$ cat src/rtl/core/w2v_pkg.sv
// shared types, widths and constants for the world-to-vehicle frame transform
// depends on nothing; every other file of the block imports it
package w2v_pkg;

  localparam int COORD_WIDTH  = 32;
  localparam int GUARD_BITS   = 8;
  localparam int CORDIC_STEPS = 24;
  localparam int HEAD_W       = 16;

  // rotation datapath: difference, guard bits and cordic growth
  localparam int XW      = COORD_WIDTH + GUARD_BITS + 3;
  localparam int ZW      = 34;
  localparam int SHIFT_W = $clog2(CORDIC_STEPS);
  localparam int ANG_W   = HEAD_W + 1;
  localparam int ZFRAC   = 16;

  localparam logic signed [ANG_W-1:0] QUARTER = ANG_W'(16384);

  // gain correction: magnitude split into chunks for narrow multipliers
  localparam int                GAIN_W     = 30;
  localparam logic [GAIN_W-1:0] GAIN_K     = GAIN_W'(652032874);
  localparam int                GAIN_SHIFT = 30 + GUARD_BITS;
  localparam int                CHUNK_W    = 21;
  localparam int                NCHUNK     = (XW + CHUNK_W - 1) / CHUNK_W;
  localparam int                MAGP_W     = NCHUNK * CHUNK_W;
  localparam int                PROD_W     = CHUNK_W + GAIN_W;
  localparam int                FULL_W     = MAGP_W + GAIN_W + 1;
  localparam int                R_W        = FULL_W - GAIN_SHIFT;

  localparam logic signed [COORD_WIDTH-1:0] OUT_MAX = {1'b0, {(COORD_WIDTH-1){1'b1}}};
  localparam logic signed [COORD_WIDTH-1:0] OUT_MIN = {1'b1, {(COORD_WIDTH-1){1'b0}}};

  // prerotation register, cordic cells and gain stages
  localparam int LATENCY = CORDIC_STEPS + 5;

  // arctangent of 2^-i in units of 2^-32 turn
  localparam logic signed [ZW-1:0] ATAN_TURNS [CORDIC_STEPS] = '{
    ZW'(536870912), ZW'(316933406), ZW'(167458907), ZW'(85004756),
    ZW'(42667331),  ZW'(21354465),  ZW'(10679838),  ZW'(5340245),
    ZW'(2670163),   ZW'(1335087),   ZW'(667544),    ZW'(333772),
    ZW'(166886),    ZW'(83443),     ZW'(41722),     ZW'(20861),
    ZW'(10430),     ZW'(5215),      ZW'(2608),      ZW'(1304),
    ZW'(652),       ZW'(326),       ZW'(163),       ZW'(81)
  };

  typedef logic signed [COORD_WIDTH-1:0] coord_t;
  typedef logic [HEAD_W-1:0]             heading_t;

  typedef struct packed {
    logic                 valid;
    logic signed [XW-1:0] x;
    logic signed [XW-1:0] y;
    logic signed [ZW-1:0] z;
  } cordic_t;

endpackage

$ cat src/rtl/core/w2v_prerot.sv
// front stage: waypoint minus vehicle position, guard scaling, quarter-turn fold
// depends on w2v_pkg
module w2v_prerot (
  input  logic               clk_i,
  input  logic               rst_ni,
  input  logic               req_i,
  input  w2v_pkg::coord_t    vehicle_x_i,
  input  w2v_pkg::coord_t    vehicle_y_i,
  input  w2v_pkg::heading_t  heading_i,
  input  w2v_pkg::coord_t    point_x_i,
  input  w2v_pkg::coord_t    point_y_i,
  output w2v_pkg::cordic_t   out_o
);
  import w2v_pkg::*;

  logic signed [COORD_WIDTH:0] dx, dy;
  logic signed [XW-1:0]        xe, ye;
  logic signed [XW-1:0]        x_d, y_d;
  logic signed [ANG_W-1:0]     ang, ang_adj;
  logic [HEAD_W-1:0]           neg_head;
  logic signed [ZW-1:0]        z_d;
  logic                        valid_q;
  logic signed [XW-1:0]        x_q, y_q;
  logic signed [ZW-1:0]        z_q;

  always_comb begin
    dx       = (COORD_WIDTH+1)'(point_x_i) - (COORD_WIDTH+1)'(vehicle_x_i);
    dy       = (COORD_WIDTH+1)'(point_y_i) - (COORD_WIDTH+1)'(vehicle_y_i);
    xe       = XW'(dx) <<< GUARD_BITS;
    ye       = XW'(dy) <<< GUARD_BITS;
    neg_head = HEAD_W'(~heading_i + HEAD_W'(1));
    ang      = ANG_W'($signed(neg_head));
    if (ang > QUARTER) begin
      x_d     = -ye;
      y_d     = xe;
      ang_adj = ang - QUARTER;
    end else if (ang < -QUARTER) begin
      x_d     = ye;
      y_d     = -xe;
      ang_adj = ang + QUARTER;
    end else begin
      x_d     = xe;
      y_d     = ye;
      ang_adj = ang;
    end
    z_d = ZW'(ang_adj) <<< ZFRAC;
  end

  always_ff @(posedge clk_i or negedge rst_ni) begin
    if (!rst_ni) begin
      valid_q <= 1'b0;
    end else begin
      valid_q <= req_i;
    end
  end

  always_ff @(posedge clk_i) begin
    x_q <= x_d;
    y_q <= y_d;
    z_q <= z_d;
  end

  assign out_o = '{valid: valid_q, x: x_q, y: y_q, z: z_q};

endmodule

$ cat config.mk
export PLATFORM = sky130hd
export DESIGN_NAME = w2v_prerot
export DESIGN_NICKNAME = d
export VERILOG_FILES = /design/src/rtl/core/w2v_pkg.sv /design/src/rtl/core/w2v_prerot.sv
export SDC_FILE = /design/constraint.sdc
export NUM_CORES = 1
export LEC_CHECK = 0
export BUFFER_PORTS_ARGS = -buffer_cell sky130_fd_sc_hd__buf_2
export CORE_MARGIN = 5
export CORE_UTILIZATION = 38
export DETAILED_ROUTE_END_ITERATION = 7
export SYNTH_ARGS = -nofsm -noshare
export SYNTH_HDL_FRONTEND = slang
export SYNTH_SLANG_ARGS = --single-unit
$ cat constraint.sdc
create_clock -name clk_i -period 1.27 [get_ports clk_i]
set_input_delay 0.254 -clock clk_i [delete_from_list [all_inputs] [get_ports clk_i]]
set_output_delay 0.254 -clock clk_i [all_outputs]
set_load 0.03 [all_outputs]
== Yosys cells after proc, flatten, opt, wreduce, memory -nomap -nowiden ==
Cells that the tools add are included.
Word-level totals
  bits in registers: 104
  bits in latches: 0
  RAM bits: 0
  ROM bits: 0
  logic and storage cells: 23
  memories: 0
Operators by class
  $add $sub $neg: 7
  multiply operators: 0
  div/mod/pow operators: 0
  order comparisons: 2
  equality and inequality tests: 0
  shift-type cells: 0
  mux-type cells: 6
  bitwise logic cells: 2
  reduce and logical (&&, ||, !) cells: 1
Operator list (count)
  43-bit 2-to-1 mux: 4
  41-bit negation with 43-bit output: 2
  32-bit by 32-bit subtractor with 33-bit output: 2
  17-bit 2-to-1 mux: 2
  16-bit by 16-bit adder with 17-bit output (second input constant): 1
  16-bit by 16-bit subtractor with 17-bit output (second input constant): 1
  16-bit by 1-bit adder with 16-bit output (second input constant): 1
  16-bit > comparator (second input constant): 1
  16-bit by 15-bit less-than comparator with 1-bit output (second input constant): 1
  16-bit NOT: 1
  2-bit OR reduction: 1
  1-bit NOT: 1

== Depth between registers and ports, before layout ==
  word-level depth: 5
  depth in mapped cells: 15

== Least setup slack after synthesis ==
OpenSTA, ideal clock, no wires.
  path type: in2reg
  from: in vehicle_x_i[1]
  to: reg y_q[39]
  arrival time: 3344 ps
  required time: 1167 ps
  setup slack: -2176 ps
  stages: 13
  buffers on the path: 1
  path through: inv_1 -> ha_1 -> nor2b_1 -> o31a_1 -> buf_6 -> o31a_1 -> o211a_1 -> o311ai_1 -> mux2i_1 -> or4bb_1 -> nor4b_4 -> xnor2_1 -> a222oi_1
On the way
  longest elaborated chain between the ends: 4
Ends and longest elaborated chain
  from (decl): line w2v_prerot.sv:7  | input w2v_pkg::coord_t vehicle_x_i,
  32-bit by 32-bit subtractor with 33-bit output *: line w2v_prerot.sv:27  | dx = (COORD_WIDTH+1)'(point_x_i) - (COORD_WIDTH+1)'(vehicle_x_i);
  41-bit negation with 43-bit output: line w2v_prerot.sv:39  | y_d = -xe;
  43-bit 2-to-1 mux: line w2v_prerot.sv:37  | end else if (ang < -QUARTER) begin
  43-bit 2-to-1 mux *: line w2v_prerot.sv:33  | if (ang > QUARTER) begin
  via y_d[39]: line w2v_prerot.sv:18  | logic signed [XW-1:0] x_d, y_d;
  to (signal assigned): line w2v_prerot.sv:59  | y_q <= y_d;
  to (decl): line w2v_prerot.sv:23  | logic signed [XW-1:0] x_q, y_q;
Mark *: on every way through the listed nets, which the timed path passes. The rest lies on a longest branch.
A chain may end at the register's enable or synchronous reset.

== Final worst setup path ==
  from: in point_x_i[0]
  to: reg y_q[36]
On the way
  longest elaborated chain between the ends: 4
Ends and longest elaborated chain
  from (decl): line w2v_prerot.sv:10  | input w2v_pkg::coord_t point_x_i,
  32-bit by 32-bit subtractor with 33-bit output *: line w2v_prerot.sv:27
  41-bit negation with 43-bit output: line w2v_prerot.sv:39
  43-bit 2-to-1 mux: line w2v_prerot.sv:37
  43-bit 2-to-1 mux *: line w2v_prerot.sv:33
  via y_d[36]: line w2v_prerot.sv:18
Marks and branches as above.

==> impl_metrics.py <==
metrics = {
    "placement": {
        "pre_cts_ws_ns": -2.31,
        "gp_congestion": 0.890,
        "dpl.cell_count": 2189,
        "dp_hpwl_um": 27900,
        "port_buffers": 235,
        "placed_cell_area_um2": 14700,
    },
    "worst_setup_path": {
        "endpoint_kind": "flip-flop",
        "cpMaxStageDelayCell": "a2111o_1",
        "critPathMaxFanout": 4,
        "worstPathCellList": "buf_8 -> inv_12 -> ha_4 -> fa_2 -> nor2b_4 -> o31ai_4 -> a211o_1 -> a21boi_2 -> or3_4 -> a2111o_1 -> nor4b_4 -> buf_4 -> nor4b_4 -> xnor2_1 -> a221oi_1",
        "path_class": "input port to flip-flop",
        "cp_data_required_time_ns": 1.51,
        "arrival_ns": 3.31,
        "cp_common_cell": "nor4b_4",
        "cp-start-kind": "input port",
        "cp_slowest_stage_delay_ns": 0.47,
    },
    "cells_and_area": {
        "finish.utilization_pct": 71.2,
        "final_cells": 2279,
        "area.growth.synth_to_final_pct": 84.9,
        "diodes": 0,
        "drive_gt1_share_pct": 54.3,
        "final_area_um2": 17300,
        "fin_nets": 2167,
    },
    "synthesis": {
        "synth_edf_count": 0,
        "ys.warnings.count": 0,
        "synth_cell_types": 93,
        "netlist.area_leader.share_pct": 18.4,
        "syn_area_per_cell_um2": 7.45,
        "syn_area_um2": 9340,
        "synth-main-ff-cell": "dfxtp_1",
        "netlist_instances": 1254,
        "synth_area_leader_cell": "dfxtp_1",
        "synth.yosys.seq_area_share_pct": 18.7,
        "async_flop_share_pct": 1.15,
        "ys_top_cells_by_area": "dfxtp_1 18%, ha_1 9.0%, a21oi_1 4.9%",
        "synthTopCellsByCount": "107 x nand2_1, 91 x a21oi_1, 88 x inv_1, 86 x dfxtp_1, 86 x nor2_1",
        "yosysMostFrequentCell": "nand2_1",
        "synth_seq_cells": 87,
    },
    "sta": {
        "hold_viol": 0,
        "hold_slack_ns": 0.0276,
        "relSlewSlack_pct": 63.1,
        "rsz0062_at_grt": "yes",
        "fin_ws_ns": -1.79,
        "fmax_mhz": 326,
        "fin_crit_ns": 3.06,
        "min_period_over_period_pct": 241,
        "worst_pin_slew_ns": 0.552,
        "setup_tns_ns": -100.55,
        "report.final.slew_viol_count": 0,
        "setup-violations-final": 75,
    },
    "grt": {
        "grt.overflow.total": 0,
        "antenna_found_initial": 0,
        "track_usage_pct": 24.3,
        "grt_pass1_vias": 11900,
        "grt_max_degree": 16,
        "grt_pass1_wl_um": 57500,
    },
    "clock_tree": {
        "path_clk_slew_ns": 0.08,
        "clkSinkCount": 87,
        "cts_buffer_depth": 2,
        "htree_levels": 3,
        "root_buffer": "clkbuf_16",
        "cts_tree": "done",
        "cts_buffers": 9,
    },
    "route": {
        "vias": 12100,
        "drtIter0Drc": 813,
        "wirelength_um": 37500,
        "wire_per_inst_um": 16.5,
        "drc": 0,
        "ant_nets": 0,
        "dr.pass1.iters": 6,
        "routed_via_density": 5.29,
    },
    "status": {
        "status": "finished, violations left",
        "failed_checks": "setup timing",
    },
    "pwr": {
        "total_leakage_power_nw": 8.08,
        "powerDensity_nw_per_um2": 973,
        "ir_drop_mv": 0.737,
        "p_total_mw": 16.8,
    },
    "hold_path": {
        "hold_depth": 1,
        "hold_class": "input port to flip-flop",
    },
    "run": {
        "maxCapViolations": 0,
    },
    "floorplan": {
        "core_um2": 24200,
        "io_pins": 268,
        "start_util_pct": 38.5,
        "rows": 57,
        "die_y_um": 167,
        "die_w_um": 167,
        "die_area_um2": 27800,
    },
}
[logic make-up (layout without fill, tap and decap cells)]
kind of cell	count (synthesis)	count (layout)	share of synthesized area, %
adders and majority gates	69	69	9.41
and+or+nand+nor	430	432	24.7
buffers and inverters	180	848	9.06
muxes	11	11	1.21
other	1	32	0.0402
AOI/OAI and AO/OA	384	384	28.1
DFF	87	87	18.7
xor gates and xnor gates	92	92	8.71
[routing by layer]
layer | vias to the layer above | global-route usage [%] | wire, um
li1 | 5968 | - | -
met1 | 5560 | 31.4 | 16000
met2 | 433 | 41.3 | 17900
met3 | 90 | 4.29 | 2320
met4 | 0 | 7.83 | 1330
met5 | - | 0 | 0
[report_power, final]
part / switching (mW) / internal, mW / total (mW)
Combinational: 5.76 / 4.72 / 10.5
Sequential: 0.251 / 3.26 / 3.51
Clock: 1.27 / 1.53 / 2.80
Total: 7.28 / 9.51 / 16.8
[flip-flops by register name, indices dropped and copies added (netlist names)]
name     count
x_q         35
y_q         35
z_q         16
valid_q      1
[worst paths after layout]
path	startpoint	end	slack [ns]
worst min-delay path	heading_i[0]	z_q[16]	0.03
min in group asynchronous	rst_ni	valid_q	0.20
worst max-delay path	point_x_i[0]	y_q[36]	-1.79
max in group asynchronous	rst_ni	valid_q	0.99
[placed cells by master, fill, tap and decap left out, drive strengths merged, types with 8 or more instances in the layout]
master	n
o221ai	22
nand2b	8
or3	18
dfxtp	86
xnor2	51
inv	90
nor4b	9
nand3	35
o31ai	11
o21a	23
nand4	24
buf	740
nor3	42
o211ai	16
o22ai	20
nor4	19
ha	67
conb	32
nor2b	10
mux2i	9
clkbuf	9
xor2	41
nor2	86
nand2	109
a21o	21
and3	13
a21oi	91
a211oi	27
o21ai	68
or2	9
a22oi	9
nor3b	12
and2	9
[cell type report]
class | instances | area, um^2
clock buffers | 9 | 225
clock inverters | 6 | 71.3
fillers | 1842 | 6980
inverters | 89 | 392
multi-input cells | 1020 | 8940
flip-flops and latches | 87 | 1750
well taps | 324 | 405
repair buffers | 744 | 5500
[timing repair]
action                                  CTS  global route
pin swaps                               101            96
endpoints found under the hold margin     2             0
resized for setup                       197           133
cloned                                    7             0
hold buffers                              2             0
endpoints found under the setup margin   75            77
setup buffers                            49            34
[critical path, delay by kind of cell]
kind | cells | cell delay, ns
buf+inv | 3 | 0.34
compound gates | 5 | 1.35
fa+ha+maj | 2 | 0.36
xor+xnor | 1 | 0.10
simple gates | 4 | 0.91
Power figures use the tool's default switching activity.
