--- src/rtl/core/w2v_pkg.sv ---
// shared types, widths and constants for the world-to-vehicle frame transform
// depends on nothing; every other file of the block imports it
package w2v_pkg;

  localparam int COORD_WIDTH  = 32;
  localparam int GUARD_BITS   = 8;
  localparam int CORDIC_STEPS = 24;
  localparam int HEAD_W       = 16;

  // rotation datapath: difference, guard bits and cordic growth
  localparam int XW      = COORD_WIDTH + GUARD_BITS + 3;
  localparam int ZW      = 34;
  localparam int SHIFT_W = $clog2(CORDIC_STEPS);
  localparam int ANG_W   = HEAD_W + 1;
  localparam int ZFRAC   = 16;

  localparam logic signed [ANG_W-1:0] QUARTER = ANG_W'(16384);

  // gain correction: magnitude split into chunks for narrow multipliers
  localparam int                GAIN_W     = 30;
  localparam logic [GAIN_W-1:0] GAIN_K     = GAIN_W'(652032874);
  localparam int                GAIN_SHIFT = 30 + GUARD_BITS;
  localparam int                CHUNK_W    = 21;
  localparam int                NCHUNK     = (XW + CHUNK_W - 1) / CHUNK_W;
  localparam int                MAGP_W     = NCHUNK * CHUNK_W;
  localparam int                PROD_W     = CHUNK_W + GAIN_W;
  localparam int                FULL_W     = MAGP_W + GAIN_W + 1;
  localparam int                R_W        = FULL_W - GAIN_SHIFT;

  localparam logic signed [COORD_WIDTH-1:0] OUT_MAX = {1'b0, {(COORD_WIDTH-1){1'b1}}};
  localparam logic signed [COORD_WIDTH-1:0] OUT_MIN = {1'b1, {(COORD_WIDTH-1){1'b0}}};

  // prerotation register, cordic cells and gain stages
  localparam int LATENCY = CORDIC_STEPS + 5;

  // arctangent of 2^-i in units of 2^-32 turn
  localparam logic signed [ZW-1:0] ATAN_TURNS [CORDIC_STEPS] = '{
    ZW'(536870912), ZW'(316933406), ZW'(167458907), ZW'(85004756),
    ZW'(42667331),  ZW'(21354465),  ZW'(10679838),  ZW'(5340245),
    ZW'(2670163),   ZW'(1335087),   ZW'(667544),    ZW'(333772),
    ZW'(166886),    ZW'(83443),     ZW'(41722),     ZW'(20861),
    ZW'(10430),     ZW'(5215),      ZW'(2608),      ZW'(1304),
    ZW'(652),       ZW'(326),       ZW'(163),       ZW'(81)
  };

  typedef logic signed [COORD_WIDTH-1:0] coord_t;
  typedef logic [HEAD_W-1:0]             heading_t;

  typedef struct packed {
    logic                 valid;
    logic signed [XW-1:0] x;
    logic signed [XW-1:0] y;
    logic signed [ZW-1:0] z;
  } cordic_t;

endpackage

--- src/rtl/core/w2v_gain.sv ---
// gain correction with rounding, then saturation to the output range; four stages
// depends on w2v_pkg
module w2v_gain (
  input  logic             clk_i,
  input  logic             rst_ni,
  input  w2v_pkg::cordic_t in_i,
  output logic             valid_o,
  output w2v_pkg::coord_t  local_x_o,
  output w2v_pkg::coord_t  local_y_o,
  output logic             saturated_o
);
  import w2v_pkg::*;

  localparam logic [FULL_W-1:0] ROUND_HALF = FULL_W'(1) << (GAIN_SHIFT - 1);
  localparam logic [R_W-1:0]    MAX_MAG    = R_W'(OUT_MAX);
  localparam logic [R_W-1:0]    MIN_MAG    = R_W'(OUT_MAX) + R_W'(1);

  logic [3:0]              valid_q;
  logic [MAGP_W-1:0]       mag_q  [2];
  logic [1:0]              neg1_q, neg2_q, neg3_q;
  logic [PROD_W-1:0]       prod_q [2][NCHUNK];
  logic [FULL_W-1:0]       acc    [2];
  logic [R_W-1:0]          r_q    [2];
  logic [1:0]              clip;
  logic [R_W-1:0]          sval   [2];
  coord_t                  res    [2];
  coord_t                  local_x_q, local_y_q;
  logic                    saturated_q;
  logic signed [XW-1:0]    lane   [2];

  assign lane[0] = in_i.x;
  assign lane[1] = in_i.y;

  always_comb begin
    for (int l = 0; l < 2; l++) begin
      acc[l] = ROUND_HALF;
      for (int c = 0; c < NCHUNK; c++) begin
        acc[l] = acc[l] + (FULL_W'(prod_q[l][c]) << (c * CHUNK_W));
      end
    end
  end

  always_comb begin
    for (int l = 0; l < 2; l++) begin
      sval[l] = neg3_q[l] ? (~r_q[l] + R_W'(1)) : r_q[l];
      if (!neg3_q[l]) begin
        clip[l] = r_q[l] > MAX_MAG;
        res[l]  = clip[l] ? OUT_MAX : sval[l][COORD_WIDTH-1:0];
      end else begin
        clip[l] = r_q[l] > MIN_MAG;
        res[l]  = clip[l] ? OUT_MIN : sval[l][COORD_WIDTH-1:0];
      end
    end
  end

  always_ff @(posedge clk_i or negedge rst_ni) begin
    if (!rst_ni) begin
      valid_q <= '0;
    end else begin
      valid_q <= {valid_q[2:0], in_i.valid};
    end
  end

  always_ff @(posedge clk_i) begin
    for (int l = 0; l < 2; l++) begin
      mag_q[l]  <= MAGP_W'(lane[l][XW-1] ? -lane[l] : lane[l]);
      neg1_q[l] <= lane[l][XW-1];
      for (int c = 0; c < NCHUNK; c++) begin
        prod_q[l][c] <= PROD_W'(mag_q[l][c*CHUNK_W +: CHUNK_W]) * PROD_W'(GAIN_K);
      end
      neg2_q[l] <= neg1_q[l];
      r_q[l]    <= acc[l][FULL_W-1:GAIN_SHIFT];
      neg3_q[l] <= neg2_q[l];
    end
    local_x_q   <= res[0];
    local_y_q   <= res[1];
    saturated_q <= |clip;
  end

  assign valid_o     = valid_q[3];
  assign local_x_o   = local_x_q;
  assign local_y_o   = local_y_q;
  assign saturated_o = saturated_q;

endmodule

--- config.mk ---
export PLATFORM = sky130hd
export DESIGN_NAME = w2v_gain
export DESIGN_NICKNAME = d
export VERILOG_FILES = /design/src/rtl/core/w2v_pkg.sv /design/src/rtl/core/w2v_gain.sv
export SDC_FILE = /design/constraint.sdc
export NUM_CORES = 2
export LEC_CHECK = 0
export BUFFER_PORTS_ARGS = -buffer_cell sky130_fd_sc_hd__buf_2
export CAP_MARGIN = 25
export CORE_ASPECT_RATIO = 0.9
export CORE_MARGIN = 3
export CORE_UTILIZATION = 41
export DETAILED_ROUTE_END_ITERATION = 8
export GPL_TIMING_DRIVEN = 0
export PLACE_DENSITY = 0.53
export SYNTH_ARGS = -nofsm -noshare
export SYNTH_HDL_FRONTEND = slang
export SYNTH_SLANG_ARGS = --single-unit
--- constraint.sdc ---
create_clock -name clk_i -period 9.5 [get_ports clk_i]
set_input_delay 0.475 -clock clk_i [delete_from_list [all_inputs] [get_ports clk_i]]
set_output_delay 0.475 -clock clk_i [all_outputs]
set_load 0.02 [all_outputs]
[Word level (Yosys, flattened, before mapping)]
Memory sizes are Yosys's and may differ from the RTL's.
Index checks and enable logic that the tools add are counted.
Word-level totals
  flip-flop bits (word level): 75
  bits in writable memories: 538
  input bits: 123
  output and inout port bits: 66
  memories kept: 3
Memories
  prod_q: depth 2, bits a word 150, rd ports 2, clocked after memory_dff 0, wr ports 2, line w2v_gain.sv:21  | logic [PROD_W-1:0] prod_q [2][NCHUNK];
  mag_q: depth 2, bits a word 63, rd ports 2, clocked after memory_dff 0, wr ports 2, line w2v_gain.sv:19  | logic [MAGP_W-1:0] mag_q [2];
  r_q: depth 2, bits a word 56, rd ports 2, clocked after memory_dff 0, wr ports 2, line w2v_gain.sv:23  | logic [R_W-1:0] r_q [2];
Cells by class
  add/sub/neg operators: 10
  $mul: 6
  order comparisons: 4
  multiplexer cells: 12
  bitwise gates (word level): 2
  reduce and logical (&&, ||, !) cells: 1
Operators with widths (count)
  multiplier 21 x 29 -> 50 bit (second input constant): 6
  2-to-1 mux 32 bit: 8
  adder 73 x 93 -> 94 bit: 2
  adder 52 x 72 -> 73 bit: 2
  2-to-1 mux 63 bit: 2
  negator 43 -> 63 bit: 2
  greater-than comparator 56 x 31 -> 1 bit (second input constant): 2
  greater-than comparator 56 x 32 -> 1 bit (second input constant): 2
  adder 38 x 51 -> 52 bit (first input constant): 2
  adder 32 x 1 -> 32 bit (second input constant): 2
  inverter 32 bit: 2
  2-to-1 mux 1 bit: 2
  OR reduction 2 bit: 1

[Depth between registers and ports, before layout]
An unclocked memory read counts as a cell.
  word-level depth: 6
  depth in mapped cells: 27
  depth with buffers taken out: 26

[Worst setup path before layout]
Ideal clock, no wire load.
  path kind: reg-to-reg
  from: memory mag_q[0][112] in the netlist's numbering
  to: memory prod_q[1][48] in the netlist's numbering
  setup time: 136 ps
  arrival time: 6822 ps
  slack: 2542 ps
  cell stages (with the launch flop): 26
  path buffers: 0
  clock period less this slack: 6958 ps
  cell sequence: dfxtp_1 ha_1 inv_1 fa_1 fa_1 inv_1 fa_1 inv_1 fa_1 inv_1 fa_1 inv_1 fa_1 inv_1 ha_1 and3_1 a221oi_1 nor2b_1 a211oi_1 a21oi_1 a2111o_1 a41oi_1 o21ai_0 a21oi_1 o41ai_1 xor2_1
RTL lines (line)
  start: declaration: w2v_gain.sv:19
  end: declaration: w2v_gain.sv:21

==> impl_metrics.tcl <==
set metrics [dict create \
    path_buf_inv 4 \
    final-setup-viol-count 0 \
    clock_latency_ns 0.73 \
    grt_overflow 0 \
    slew_headroom_pct 42.2 \
    post_cts_buffers 0 \
    layout_worst_path_cycle_share_pct 90.3 \
    die-height_um 434 \
    syn_area_mm2 0.0835 \
    start_util_pct 41.4 \
    fmax_mhz 117 \
    crit_path_top_delay_cell "dfxtp_1" \
    async_reset_ff_share_pct 0.701 \
    die_area_mm2 0.209 \
    core_area_mm2 0.202 \
    cts.sinks 571 \
    h-tree-depth 3 \
    dr_total_vias 54923 \
    drc 0 \
    via_per_inst 4.91 \
    cap_violations 0 \
    path_delay_family "adder cells" \
    totalWireLength_um 218000 \
    rsz0062_at_grt "false" \
    critPathMostFrequentCell "fa_1" \
    antenna_found_initial 9 \
    min_period_ns 8.58 \
    outcome "completed" \
    synth_cell_type_count 79 \
    fin_util_pct 45.1 \
    io_pins 189 \
    std_cell_rows 156 \
    grt_pass1_vias 58984 \
    ys_ff_latch 571 \
    synth.avg_cell_area_um2 10.3 \
    end_kind "flip-flop" \
    placed_area_mm2 0.0878 \
    synth-seq-area-share_pct 13.7 \
    ys_warn_count 0 \
    tns_ns 0 \
    critPathMaxFanout 8 \
    hpwlAfterDp_um 193000 \
    cts_max_path_buffers 3 \
    wl_per_cell_um 19.5 \
    synth-edff-count 0 \
    cpPeakStageDelay_ns 0.73 \
    cts-buffers-inserted 73 \
    drive_gt1_share_pct 3.80 \
    grtUsageTotal_pct 21.4 \
    grt_pass1_wl_um 343000 \
    cts_tree "built" \
    cp_data_required_time_ns 10.03 \
    worstMarginPinSlew_ns 0.858 \
    finalHoldViolations 0 \
    port_buffers 154 \
    synth_ff_type "dfxtp_1" \
    synthCells 8106 \
    cp_cell_sequence "ha_1 -> inv_1 -> fa_1 -> fa_1 -> inv_1 -> fa_1 -> fa_1 -> fa_1 -> inv_1 -> fa_1 -> inv_1 -> ha_1 -> a21oi_1 -> nand2_1 -> a221o_1 -> o311ai_0 -> a21boi_0 -> o2111ai_1 -> o221ai_1 -> nand4_1 -> a21oi_1 -> a41o_1 -> a311oi_1" \
    arrival_ns 9.10 \
    root_buffer "clkbuf_16" \
    final_area_mm2 0.0909 \
    die_x_um 482 \
    place_congestion 0.943 \
    cts_resized 0 \
    clkSlewWorstSetupHoldPaths_ns 0.06 \
    grt_max_degree 13 \
    ant_nets 0 \
    layout-area-overhead-vs-synth_pct 8.85 \
    drtIter0Drc 2927 \
    dr.pass1.iters 7 \
    hold_path_class "in -> reg" \
    critical_path_class "reg -> reg" \
    slew_violations 0 \
    cp-start-kind "flip-flop" \
    nNetsFinal 11521 \
    worst_clock_skew_ns 0.0556 \
]
area by class of cell:
| type | instances | area [um^2] |
|---|---|---|
| Sequential cell | 571 | 11500 |
| Clock buffer | 95 | 2050 |
| Buffer | 71 | 268 |
| Clock inverter | 33 | 412 |
| Timing Repair Buffer | 218 | 1400 |
| Tap cell | 2686 | 3360 |
| Fill cell | 19092 | 111000 |
| Inverter | 2091 | 7850 |
| Antenna cell | 5 | 12.5 |
| Multi-Input combinational cell | 5412 | 64100 |
registers in the layout, summed over array words and instances, names as in the netlist:
name,flops
prod_q,258
mag_q,126
r_q,112
local_x_o,32
local_y_o,32
valid_q,4
neg1_q,2
neg2_q,2
neg3_q,2
saturated_o,1
stage by stage:
step                hold slack [ns]  instances  setup slack (ns)
floorplan                     0.179       8145              2.54
global placement              0.279      10985              1.07
detailed placement            0.285      10987              1.01
CTS                         0.00109      11177             0.883
global route                 0.0139      11180             0.456
finish                       0.0648      11182             0.923
synthesized netlist by cell type (34+ instances only):
cell,n,area share [%]
nand3_1,81,0.49
xor2_1,181,1.9
nor2_1,176,0.79
nand4_1,48,0.36
o31ai_1,50,0.45
ha_1,1425,21
o21bai_1,37,0.33
inv_1,2090,9.4
a21oi_1,315,1.9
nor3_1,34,0.20
xnor2_1,297,3.1
a21o_1,199,1.8
and3_1,43,0.32
o21ai_0,186,1.1
o21ai_1,64,0.38
clkbuf_1,68,0.31
dfxtp_1,567,14
nor2b_1,50,0.37
nand2b_1,50,0.37
nand2_1,230,1.0
fa_1,1535,37
repair_timing:
action	CTS	global route
setup endpoints to repair	0	0
endpoints found under the hold margin	65	0
hold buffers	62	0
layer usage:
layer | vias up | track usage (%) | wire (um)
li1 | 26259 | - | -
met5 | - | 0 | 0
met3 | 185 | 3.35 | 10800
met2 | 1062 | 33.3 | 96900
met4 | 0 | 3.48 | 3410
met1 | 27417 | 31.8 | 107000
cell usage in the layout, fill, tap and decap left out, types with 64 or more instances in the layout:
cell type	n
dfxtp_1	567
xnor2_1	297
nand2_1	230
xor2_1	181
fa_1	1535
nor2_1	176
ha_1	1425
a21oi_1	315
nand3_1	81
buf_2	155
clkbuf_1	77
inv_1	2090
o21ai_1	64
o21ai_0	186
clkbuf_16	74
a21o_1	199
logic make-up (layout without fill, tap and decap cells):
group           after synthesis  after routing  share of synthesized area (%)
fa+ha+maj                  2960           2960                           58.2
buf+inv                    2162           2508                           9.72
compound gates             1063           1063                           8.07
simple gates                869            869                           5.28
flops                       571            571                           13.7
xor+xnor                    478            478                           5.01
mux                           2              2                         0.0255
other cells                   1             45                        0.00449
path summary, 6_finish.rpt:
kind	depth (start not counted)	endpoint	slack, ns	startpoint
max	23	prod_q[0][149]$_DFF_P_	0.92	mag_q[0][13]$_DFF_P_
min	1	neg1_q[1]$_DFF_P_	0.06	in_i[76]
max reg2reg	23	prod_q[0][149]$_DFF_P_	0.92	mag_q[0][13]$_DFF_P_
min reg2reg	0	neg2_q[1]$_DFF_P_	0.33	neg1_q[1]$_DFF_P_
max in group asynchronous	2	valid_q[3]$_DFF_PN0_	9.26	rst_ni
min in group asynchronous	2	valid_q[1]$_DFF_PN0_	0.12	rst_ni
worst register-to-register path, stage by stage, from the launching register on:
cell       delay (ns)
dfxtp_1          0.73
ha_1             0.51
inv_1            0.12
fa_1             0.56
fa_1             0.55
inv_1            0.05
fa_1             0.50
fa_1             0.44
fa_1             0.69
inv_1            0.12
fa_1             0.53
inv_1            0.04
ha_1             0.36
a21oi_1          0.19
nand2_1          0.08
a221o_1          0.36
o311ai_0         0.43
a21boi_0         0.30
o2111ai_1        0.48
o221ai_1         0.30
nand4_1          0.19
a21oi_1          0.14
a41o_1           0.31
a311oi_1         0.47
Power is left out: the tool's default activity adds up to more than one toggle a clock period on the data nets, which glitch-free logic cannot reach.
